## src/hw/rtl/cdq_pkg.sv

```systemverilog
// Package of shared types and codes for the circular deque.
`default_nettype none
package cdq_pkg;

	localparam logic [2:0] KIND_INS_FRONT = 3'd0;
	localparam logic [2:0] KIND_INS_REAR  = 3'd1;
	localparam logic [2:0] KIND_REM_FRONT = 3'd2;
	localparam logic [2:0] KIND_REM_REAR  = 3'd3;
	localparam logic [2:0] KIND_LIST      = 3'd4;

	localparam logic [1:0] ST_OK    = 2'd0;
	localparam logic [1:0] ST_FULL  = 2'd1;
	localparam logic [1:0] ST_EMPTY = 2'd2;

	typedef struct packed {
		logic [2:0]  kind;
		logic [31:0] item_id;
		logic [15:0] quantity;
		logic [23:0] price;
	} command_t;

	typedef struct packed {
		logic [1:0]  status;
		logic [31:0] out_item_id;
		logic [15:0] out_quantity;
		logic [23:0] out_price;
		logic        last;
	} result_t;

	typedef struct packed {
		logic [31:0] item_id;
		logic [15:0] quantity;
		logic [23:0] price;
	} record_t;

	typedef enum logic [2:0] {
		OP_INS_FRONT,
		OP_INS_REAR,
		OP_REM_FRONT,
		OP_REM_REAR,
		OP_LIST
	} op_t;

	typedef struct packed {
		op_t     op;
		record_t rec;
	} op_entry_t;

	typedef struct packed {
		logic full;
		logic empty;
	} queue_status_t;

endpackage
`default_nettype wire

```

## src/hw/rtl/circular_deque.sv

```systemverilog
// Top level of the circular deque: front end, operation queue and back end.
//
//   channel  | direction | handshake                      | payload
//   command  | in        | start high and busy low        | cdq_pkg::command_t
//   result   | out       | result_valid high, one cycle   | cdq_pkg::result_t
//
// An insert or a rejected operation is answered straight from the idle state.
// An unused kind is dropped by the front end and never reaches the back end.
// A removal passes through the remove state because of the registered read of the record store.
// A listing streams one result per stored record from the store port.
// Busy is high while the two-entry operation queue is full; the receiver cannot stall.
// Reset empties the queue and the deque; the record store itself is not cleared.
`default_nettype none
module circular_deque #(
	parameter int DEPTH = 8
) (
	input  wire               clk,
	input  wire               arst_n,
	input  wire               start,
	output logic              busy,
	input  cdq_pkg::command_t command,
	output logic              result_valid,
	output cdq_pkg::result_t  result
);

	cdq_pkg::queue_status_t qs;
	cdq_pkg::op_entry_t     push_entry;
	cdq_pkg::op_entry_t     head_entry;
	logic                   push;
	logic                   pop;

	cdq_front u_front (
		.start   (start),
		.command (command),
		.qs      (qs),
		.busy    (busy),
		.push    (push),
		.entry   (push_entry)
	);

	cdq_queue u_queue (
		.clk        (clk),
		.arst_n     (arst_n),
		.push       (push),
		.push_entry (push_entry),
		.pop        (pop),
		.head_entry (head_entry),
		.qs         (qs)
	);

	cdq_back #(
		.DEPTH (DEPTH)
	) u_back (
		.clk          (clk),
		.arst_n       (arst_n),
		.qs           (qs),
		.entry        (head_entry),
		.pop          (pop),
		.result_valid (result_valid),
		.result       (result)
	);

	a_reject_is_last: assert property (@(posedge clk) disable iff (!arst_n)
		result_valid && result.status != cdq_pkg::ST_OK |-> result.last)
		else $error("rejected transaction not marked last");

	a_reject_no_record: assert property (@(posedge clk) disable iff (!arst_n)
		result_valid && result.status != cdq_pkg::ST_OK |->
			result.out_item_id == '0 && result.out_quantity == '0 && result.out_price == '0)
		else $error("rejected transaction carries a record");

	a_push_lands: assert property (@(posedge clk) disable iff (!arst_n)
		push |=> !qs.empty)
		else $error("accepted transaction missing from operation queue");

	a_busy_means_full: assert property (@(posedge clk) disable iff (!arst_n)
		busy |-> !pop || !qs.empty)
		else $error("busy with an empty operation queue");

endmodule
`default_nettype wire

```

## src/hw/rtl/cdq_front.sv

```systemverilog
// Front end of the circular deque: accepts commands and classifies them into operations.
`default_nettype none
module cdq_front (
	input  wire                   start,
	input  cdq_pkg::command_t     command,
	input  cdq_pkg::queue_status_t qs,
	output logic                  busy,
	output logic                  push,
	output cdq_pkg::op_entry_t    entry
);

	logic known;

	always_comb begin
		known = 1'b1;
		entry.op = cdq_pkg::OP_LIST;
		unique case (command.kind)
			cdq_pkg::KIND_INS_FRONT: entry.op = cdq_pkg::OP_INS_FRONT;
			cdq_pkg::KIND_INS_REAR:  entry.op = cdq_pkg::OP_INS_REAR;
			cdq_pkg::KIND_REM_FRONT: entry.op = cdq_pkg::OP_REM_FRONT;
			cdq_pkg::KIND_REM_REAR:  entry.op = cdq_pkg::OP_REM_REAR;
			cdq_pkg::KIND_LIST:      entry.op = cdq_pkg::OP_LIST;
			default:                 known = 1'b0;
		endcase
		entry.rec.item_id  = command.item_id;
		entry.rec.quantity = command.quantity;
		entry.rec.price    = command.price;
	end

	// Unknown kinds are accepted and dropped here.
	assign busy = qs.full;
	assign push = start && !qs.full && known;

endmodule
`default_nettype wire

```

## src/hw/rtl/cdq_queue.sv

```systemverilog
// Two-entry operation queue between the front end and the back end.
`default_nettype none
module cdq_queue (
	input  wire                    clk,
	input  wire                    arst_n,
	input  wire                    push,
	input  cdq_pkg::op_entry_t     push_entry,
	input  wire                    pop,
	output cdq_pkg::op_entry_t     head_entry,
	output cdq_pkg::queue_status_t qs
);

	cdq_pkg::op_entry_t slot_q [2];
	logic               wr_ptr_q;
	logic               rd_ptr_q;
	logic [1:0]         count_q;

	always_ff @(posedge clk or negedge arst_n) begin
		if (!arst_n) begin
			wr_ptr_q <= 1'b0;
			rd_ptr_q <= 1'b0;
			count_q  <= 2'd0;
		end else begin
			if (push) begin
				wr_ptr_q <= !wr_ptr_q;
			end
			if (pop) begin
				rd_ptr_q <= !rd_ptr_q;
			end
			case ({push, pop})
				2'b10:   count_q <= count_q + 2'd1;
				2'b01:   count_q <= count_q - 2'd1;
				default: count_q <= count_q;
			endcase
		end
	end

	always_ff @(posedge clk) begin
		if (push) begin
			slot_q[wr_ptr_q] <= push_entry;
		end
	end

	assign head_entry = slot_q[rd_ptr_q];
	assign qs.full    = count_q == 2'd2;
	assign qs.empty   = count_q == 2'd0;

endmodule
`default_nettype wire

```

## src/hw/rtl/cdq_back.sv

```systemverilog
// Back end of the circular deque: record store, pointers and operation sequencer.
`default_nettype none
module cdq_back #(
	parameter int DEPTH = 8
) (
	input  wire                    clk,
	input  wire                    arst_n,
	input  cdq_pkg::queue_status_t qs,
	input  cdq_pkg::op_entry_t     entry,
	output logic                   pop,
	output logic                   result_valid,
	output cdq_pkg::result_t       result
);

	localparam int AW = (DEPTH > 1) ? $clog2(DEPTH) : 1;
	localparam int OW = $clog2(DEPTH + 1);
	localparam logic [AW-1:0] LAST_SLOT = AW'(DEPTH - 1);
	localparam logic [OW-1:0] FULL_COUNT = OW'(DEPTH);

	typedef enum logic [1:0] {
		S_IDLE,
		S_REMOVE,
		S_LIST
	} state_t;

	state_t           state_q;
	logic [AW-1:0]    head_q;
	logic [AW-1:0]    tail_q;
	logic [OW-1:0]    occ_q;
	logic [OW-1:0]    remain_q;
	logic [AW-1:0]    list_ptr_q;
	cdq_pkg::result_t result_q;
	logic             result_valid_q;

	cdq_pkg::record_t mem [DEPTH];
	cdq_pkg::record_t rd_data_q;

	logic          rd_en;
	logic [AW-1:0] rd_addr;
	logic          wr_en;
	logic [AW-1:0] wr_addr;
	logic          is_full;
	logic          is_empty;

	function automatic logic [AW-1:0] next_slot(input logic [AW-1:0] p);
		next_slot = (p == LAST_SLOT) ? '0 : p + AW'(1);
	endfunction

	function automatic logic [AW-1:0] prev_slot(input logic [AW-1:0] p);
		prev_slot = (p == '0) ? LAST_SLOT : p - AW'(1);
	endfunction

	assign is_full  = occ_q == FULL_COUNT;
	assign is_empty = occ_q == '0;

	always_comb begin
		pop     = 1'b0;
		rd_en   = 1'b0;
		rd_addr = head_q;
		wr_en   = 1'b0;
		wr_addr = tail_q;
		unique case (state_q)
			S_IDLE: begin
				if (!qs.empty) begin
					pop = 1'b1;
					unique case (entry.op)
						cdq_pkg::OP_INS_FRONT: begin
							wr_en   = !is_full;
							wr_addr = prev_slot(head_q);
						end
						cdq_pkg::OP_INS_REAR: begin
							wr_en = !is_full;
						end
						cdq_pkg::OP_REM_FRONT: begin
							rd_en = !is_empty;
						end
						cdq_pkg::OP_REM_REAR: begin
							rd_en   = !is_empty;
							rd_addr = prev_slot(tail_q);
						end
						cdq_pkg::OP_LIST: begin
							rd_en = !is_empty;
						end
						default: begin
						end
					endcase
				end
			end
			S_LIST: begin
				rd_en   = remain_q > OW'(1);
				rd_addr = list_ptr_q;
			end
			default: begin
			end
		endcase
	end

	always_ff @(posedge clk) begin
		if (wr_en) begin
			mem[wr_addr] <= entry.rec;
		end
		if (rd_en) begin
			rd_data_q <= mem[rd_addr];
		end
	end

	always_ff @(posedge clk or negedge arst_n) begin
		if (!arst_n) begin
			state_q        <= S_IDLE;
			head_q         <= '0;
			tail_q         <= '0;
			occ_q          <= '0;
			remain_q       <= '0;
			list_ptr_q     <= '0;
			result_valid_q <= 1'b0;
			result_q       <= '0;
		end else begin
			result_valid_q <= 1'b0;
			unique case (state_q)
				S_IDLE: begin
					if (!qs.empty) begin
						result_valid_q <= 1'b1;
						result_q       <= '0;
						result_q.last  <= 1'b1;
						unique case (entry.op) inside
							cdq_pkg::OP_INS_FRONT, cdq_pkg::OP_INS_REAR: begin
								if (is_full) begin
									result_q.status <= cdq_pkg::ST_FULL;
								end else begin
									result_q.status <= cdq_pkg::ST_OK;
									occ_q <= occ_q + OW'(1);
									if (entry.op == cdq_pkg::OP_INS_FRONT) begin
										head_q <= prev_slot(head_q);
									end else begin
										tail_q <= next_slot(tail_q);
									end
								end
							end
							cdq_pkg::OP_REM_FRONT, cdq_pkg::OP_REM_REAR: begin
								if (is_empty) begin
									result_q.status <= cdq_pkg::ST_EMPTY;
								end else begin
									result_valid_q <= 1'b0;
									occ_q   <= occ_q - OW'(1);
									state_q <= S_REMOVE;
									if (entry.op == cdq_pkg::OP_REM_FRONT) begin
										head_q <= next_slot(head_q);
									end else begin
										tail_q <= prev_slot(tail_q);
									end
								end
							end
							cdq_pkg::OP_LIST: begin
								if (is_empty) begin
									result_q.status <= cdq_pkg::ST_EMPTY;
								end else begin
									result_valid_q <= 1'b0;
									remain_q   <= occ_q;
									list_ptr_q <= next_slot(head_q);
									state_q    <= S_LIST;
								end
							end
							default: begin
								result_valid_q <= 1'b0;
							end
						endcase
					end
				end
				S_REMOVE: begin
					result_valid_q        <= 1'b1;
					result_q.status       <= cdq_pkg::ST_OK;
					result_q.out_item_id  <= rd_data_q.item_id;
					result_q.out_quantity <= rd_data_q.quantity;
					result_q.out_price    <= rd_data_q.price;
					result_q.last         <= 1'b1;
					state_q               <= S_IDLE;
				end
				S_LIST: begin
					result_valid_q        <= 1'b1;
					result_q.status       <= cdq_pkg::ST_OK;
					result_q.out_item_id  <= rd_data_q.item_id;
					result_q.out_quantity <= rd_data_q.quantity;
					result_q.out_price    <= rd_data_q.price;
					result_q.last         <= remain_q == OW'(1);
					remain_q              <= remain_q - OW'(1);
					list_ptr_q            <= next_slot(list_ptr_q);
					if (remain_q == OW'(1)) begin
						state_q <= S_IDLE;
					end
				end
				default: begin
					state_q <= S_IDLE;
				end
			endcase
		end
	end

	assign result_valid = result_valid_q;
	assign result       = result_q;

endmodule
`default_nettype wire
```

## config.mk

```make
export PLATFORM = sky130hd
export DESIGN_NAME = circular_deque
export DESIGN_NICKNAME = d
export VERILOG_FILES = /design/src/hw/rtl/cdq_pkg.sv /design/src/hw/rtl/circular_deque.sv /design/src/hw/rtl/cdq_front.sv /design/src/hw/rtl/cdq_queue.sv /design/src/hw/rtl/cdq_back.sv
export SDC_FILE = /design/constraint.sdc
export NUM_CORES = 1
export LEC_CHECK = 0
export BUFFER_PORTS_ARGS = -buffer_cell sky130_fd_sc_hd__buf_2
export CAP_MARGIN = 40
export CORE_MARGIN = 2
export CORE_UTILIZATION = 38
export CTS_BUF_LIST = sky130_fd_sc_hd__clkbuf_8
export DETAILED_ROUTE_END_ITERATION = 7
export PLACE_DENSITY_LB_ADDON = 0.3
export SYNTH_ARGS = -nofsm -noshare
export SYNTH_HDL_FRONTEND = slang
export SYNTH_SLANG_ARGS = --single-unit
```

## constraint.sdc

```tcl
create_clock -name clk -period 5.7 [get_ports clk]
set_input_delay 0 -clock clk [delete_from_list [all_inputs] [get_ports clk]]
set_output_delay 0 -clock clk [all_outputs]
set_load 0.03 [all_outputs]
```

==> impl_metrics.json <==
{
  "outcome": "finished, final reports clean",
  "power_frac_clock": 0.236,
  "areaGrowthSynthToFinish_pct": 19.10,
  "relSlewSlack": 0.1196,
  "grt_use_total": 0.1611,
  "core_area_um2": 91800,
  "layout_common_cells": "edfxtp_1, mux2i_1, nand2_1",
  "yosysTopAreaCell": "edfxtp_1",
  "cap_violations": 0,
  "setup-tns-final_ps": 0,
  "grt_pass1_wl_um": 114500,
  "gp_congestion": 0.7430,
  "path_buf_inv": 1,
  "fmax_ghz": 0.2631,
  "switching_share": 0.3412,
  "grt_overflow": 0,
  "totalWireLength_um": 76260,
  "p_sw_uw": 7987,
  "drv_slew": 0,
  "synthFlopType": "edfxtp_1",
  "p_int_uw": 15420,
  "pwr-share-comb": 0.360,
  "synth_cells": 1991,
  "max_stage_delay_ps": 880,
  "drc": 0,
  "die_h_um": 308.7,
  "numCtsBuffers": 145,
  "synth_top_area_share": 0.6793,
  "synth_edf_count": 798,
  "cts_tree": "yes",
  "vias": 18140,
  "endpoint_kind": "register",
  "h-tree-depth": 4,
  "cp_data_required_time_ps": 6140,
  "die_area_um2": 95280,
  "final_common_cell": "edfxtp_1",
  "syn-num-nets": 2089,
  "initial_core_util": 0.3842,
  "min_path_type": "in -> reg",
  "seqPwrFrac": 0.404,
  "drive_gt1_frac": 0.1949,
  "drtPass1Iterations": 5,
  "p_leak_uw": 0.01556,
  "cts.sinks": 897,
  "finalHoldViolations": 0,
  "ir_drop_uv": 1709,
  "clock_skew_ps": 28.02,
  "clkLatencyLatePin_ps": 780,
  "cts-root-buf": "clkbuf_8",
  "syn_area_per_cell_um2": 17.72,
  "io_pins": 155,
  "crit_chain": "mux2i_1 -> o211ai_1 -> nand2_1 -> o21ai_1 -> a2111o_1 -> nor2_4 -> buf_4",
  "min_period_ps": 3801,
  "post-route-cell-area_um2": 42010,
  "drtIter0Drc": 1011,
  "worst_setup_path_start_kind": "register",
  "port_buffers": 154,
  "final_antenna_net_count": 0,
  "yosys_warnings": 0,
  "nets": 2479,
  "postCtsSetupBuffers": 0,
  "powerDensity_nw_per_um2": 557.2,
  "worstMarginPinSlew_ps": 1321,
  "grt_max_degree": 157,
  "syn_area_um2": 35270,
  "rsz0062_at_grt": "no",
  "utilization": 0.4576,
  "timing.final.crit_share": 0.6668,
  "num_rows": 111,
  "synth-async-reset-ratio": 0.1104,
  "clk_path_buf_depth": 3,
  "cts_resized": 0,
  "cp_max_fo": 40,
  "grt_pass1_vias": 19030,
  "pre_cts_ws_ps": 1972,
  "dpl_cell_area_um2": 37530,
  "vias_per_cell": 4.844,
  "dp_hpwl_um": 40790,
  "worst_path_dominant_cell_family": "compound AO/OA/AOI/OAI gates",
  "ys_ff_latch": 897,
  "setup_viol": 0,
  "crit_slowest_cell": "dfrtp_4",
  "path_class": "reg -> reg",
  "antenna_found_initial": 4,
  "yosys.cell_types.count": 55,
  "cts.clk_slew.worst_paths_ps": 60,
  "ys_seq_area_frac": 0.7496,
  "routedWlPerCell_um": 20.36,
  "setup_slack_ps": 1899,
  "die_x_um": 308.7,
  "worstPathArrival_ps": 4240,
  "synth.area.top_cells": "edfxtp_1, mux2i_1, dfrtp_1, mux2_2, mux2_1"
}
[per-stage QoR]
step	hold WS, ps	cells	total power (µW)
finish	89.79	3745	23410
global route	41.30	3744	24670
CTS	13.73	3740	23700
detailed placement	22.46	3324	18000
global placement	17.30	3323	17790
floorplan	-295.6	1991	15930
[routing by layer]
layer,GRT usage,share of wire,up-vias
li1,-,-,8420
met1,0.2072,0.44,9264
met2,0.2722,0.50,351
met3,0.03542,0.040,104
met4,0.05014,0.019,0
met5,0,0,-
[synthesized netlist by cell type, drive strengths merged (10+ instances only)]
library cell,count
mux2i,442
dfrtp,99
buf,49
o21ai,91
ha,19
nand2,167
edfxtp,798
clkbuf,47
xnor2,10
nor2,25
a21oi,17
inv,18
mux2,146
[logic make-up after synthesis]
| group | synth area share |
|---|---|
| XOR/XNOR | 0.002980 |
| multiplexers | 0.1720 |
| AND/OR/NAND/NOR | 0.02667 |
| adder cells (fa/ha/maj) | 0.007307 |
| buffers and inverters | 0.01958 |
| AO/OA/AOI/OAI | 0.02185 |
| flip-flops | 0.7496 |
[power groups by stage]
stage | clock [µW] | sequential [µW] | combinational, µW
after floorplan | 0 | 9800 | 6130
after global placement | 0 | 9560 | 8230
after detailed placement | 0 | 9600 | 8410
after CTS | 5700 | 9470 | 8540
after global routing | 5980 | 9570 | 9120
final | 5530 | 9460 | 8420
[worst register-to-register path, delay by kind of cell, from the launching register on]
family	cells	cell delay [ps]
compound gates	3	950
buf+inv	1	370
flops	1	880
mux	1	440
simple gates	2	810
[final timing paths]
check / from / slack [ps] / cells after the start / end
setup / recovery: u_queue.rd_ptr_q$_DFFE_PN0P_ / 1900 / 7 / u_back.mem[1][45]$_DFFE_PP_
setup reg to reg: u_queue.rd_ptr_q$_DFFE_PN0P_ / 1900 / 7 / u_back.mem[1][45]$_DFFE_PP_
hold reg to reg: u_back.result[67]$_DFFE_PN0P_ / 470 / 2 / u_back.result[67]$_DFFE_PN0P_
max in group asynchronous: arst_n / 4630 / 4 / u_back.result[45]$_DFFE_PN0P_
min in group asynchronous: arst_n / 350 / 4 / u_back.result[5]$_DFFE_PN0P_
hold / removal: command[69] / 90 / 2 / u_queue.slot_q[1][69]$_DFFE_PP_
[registers in the layout, indices dropped and copies added, names as in the netlist, 3 cells and up]
name	cells
u_back.head_q	3
u_back.list_ptr_q	3
u_back.mem	576
u_back.occ_q	4
u_back.rd_data_q	72
u_back.remain_q	4
u_back.result	75
u_back.tail_q	3
u_queue.slot_q	150
[what timing repair did]
item,CTS,global route
endpoints found under the hold margin,252,0
hold buffers,151,0
endpoints found under the setup margin,0,0
[layout make-up]
type / count / area (µm²)
Fill cell: 7916 / 49790
Antenna cell: 3 / 7.507
Clock inverter: 109 / 774.5
Tap cell: 1243 / 1555
Sequential cell: 897 / 26440
Multi-Input combinational cell: 980 / 8253
Inverter: 18 / 67.56
Timing Repair Buffer: 339 / 2764
Clock buffer: 156 / 2147
(Power assumes the default switching activity.)
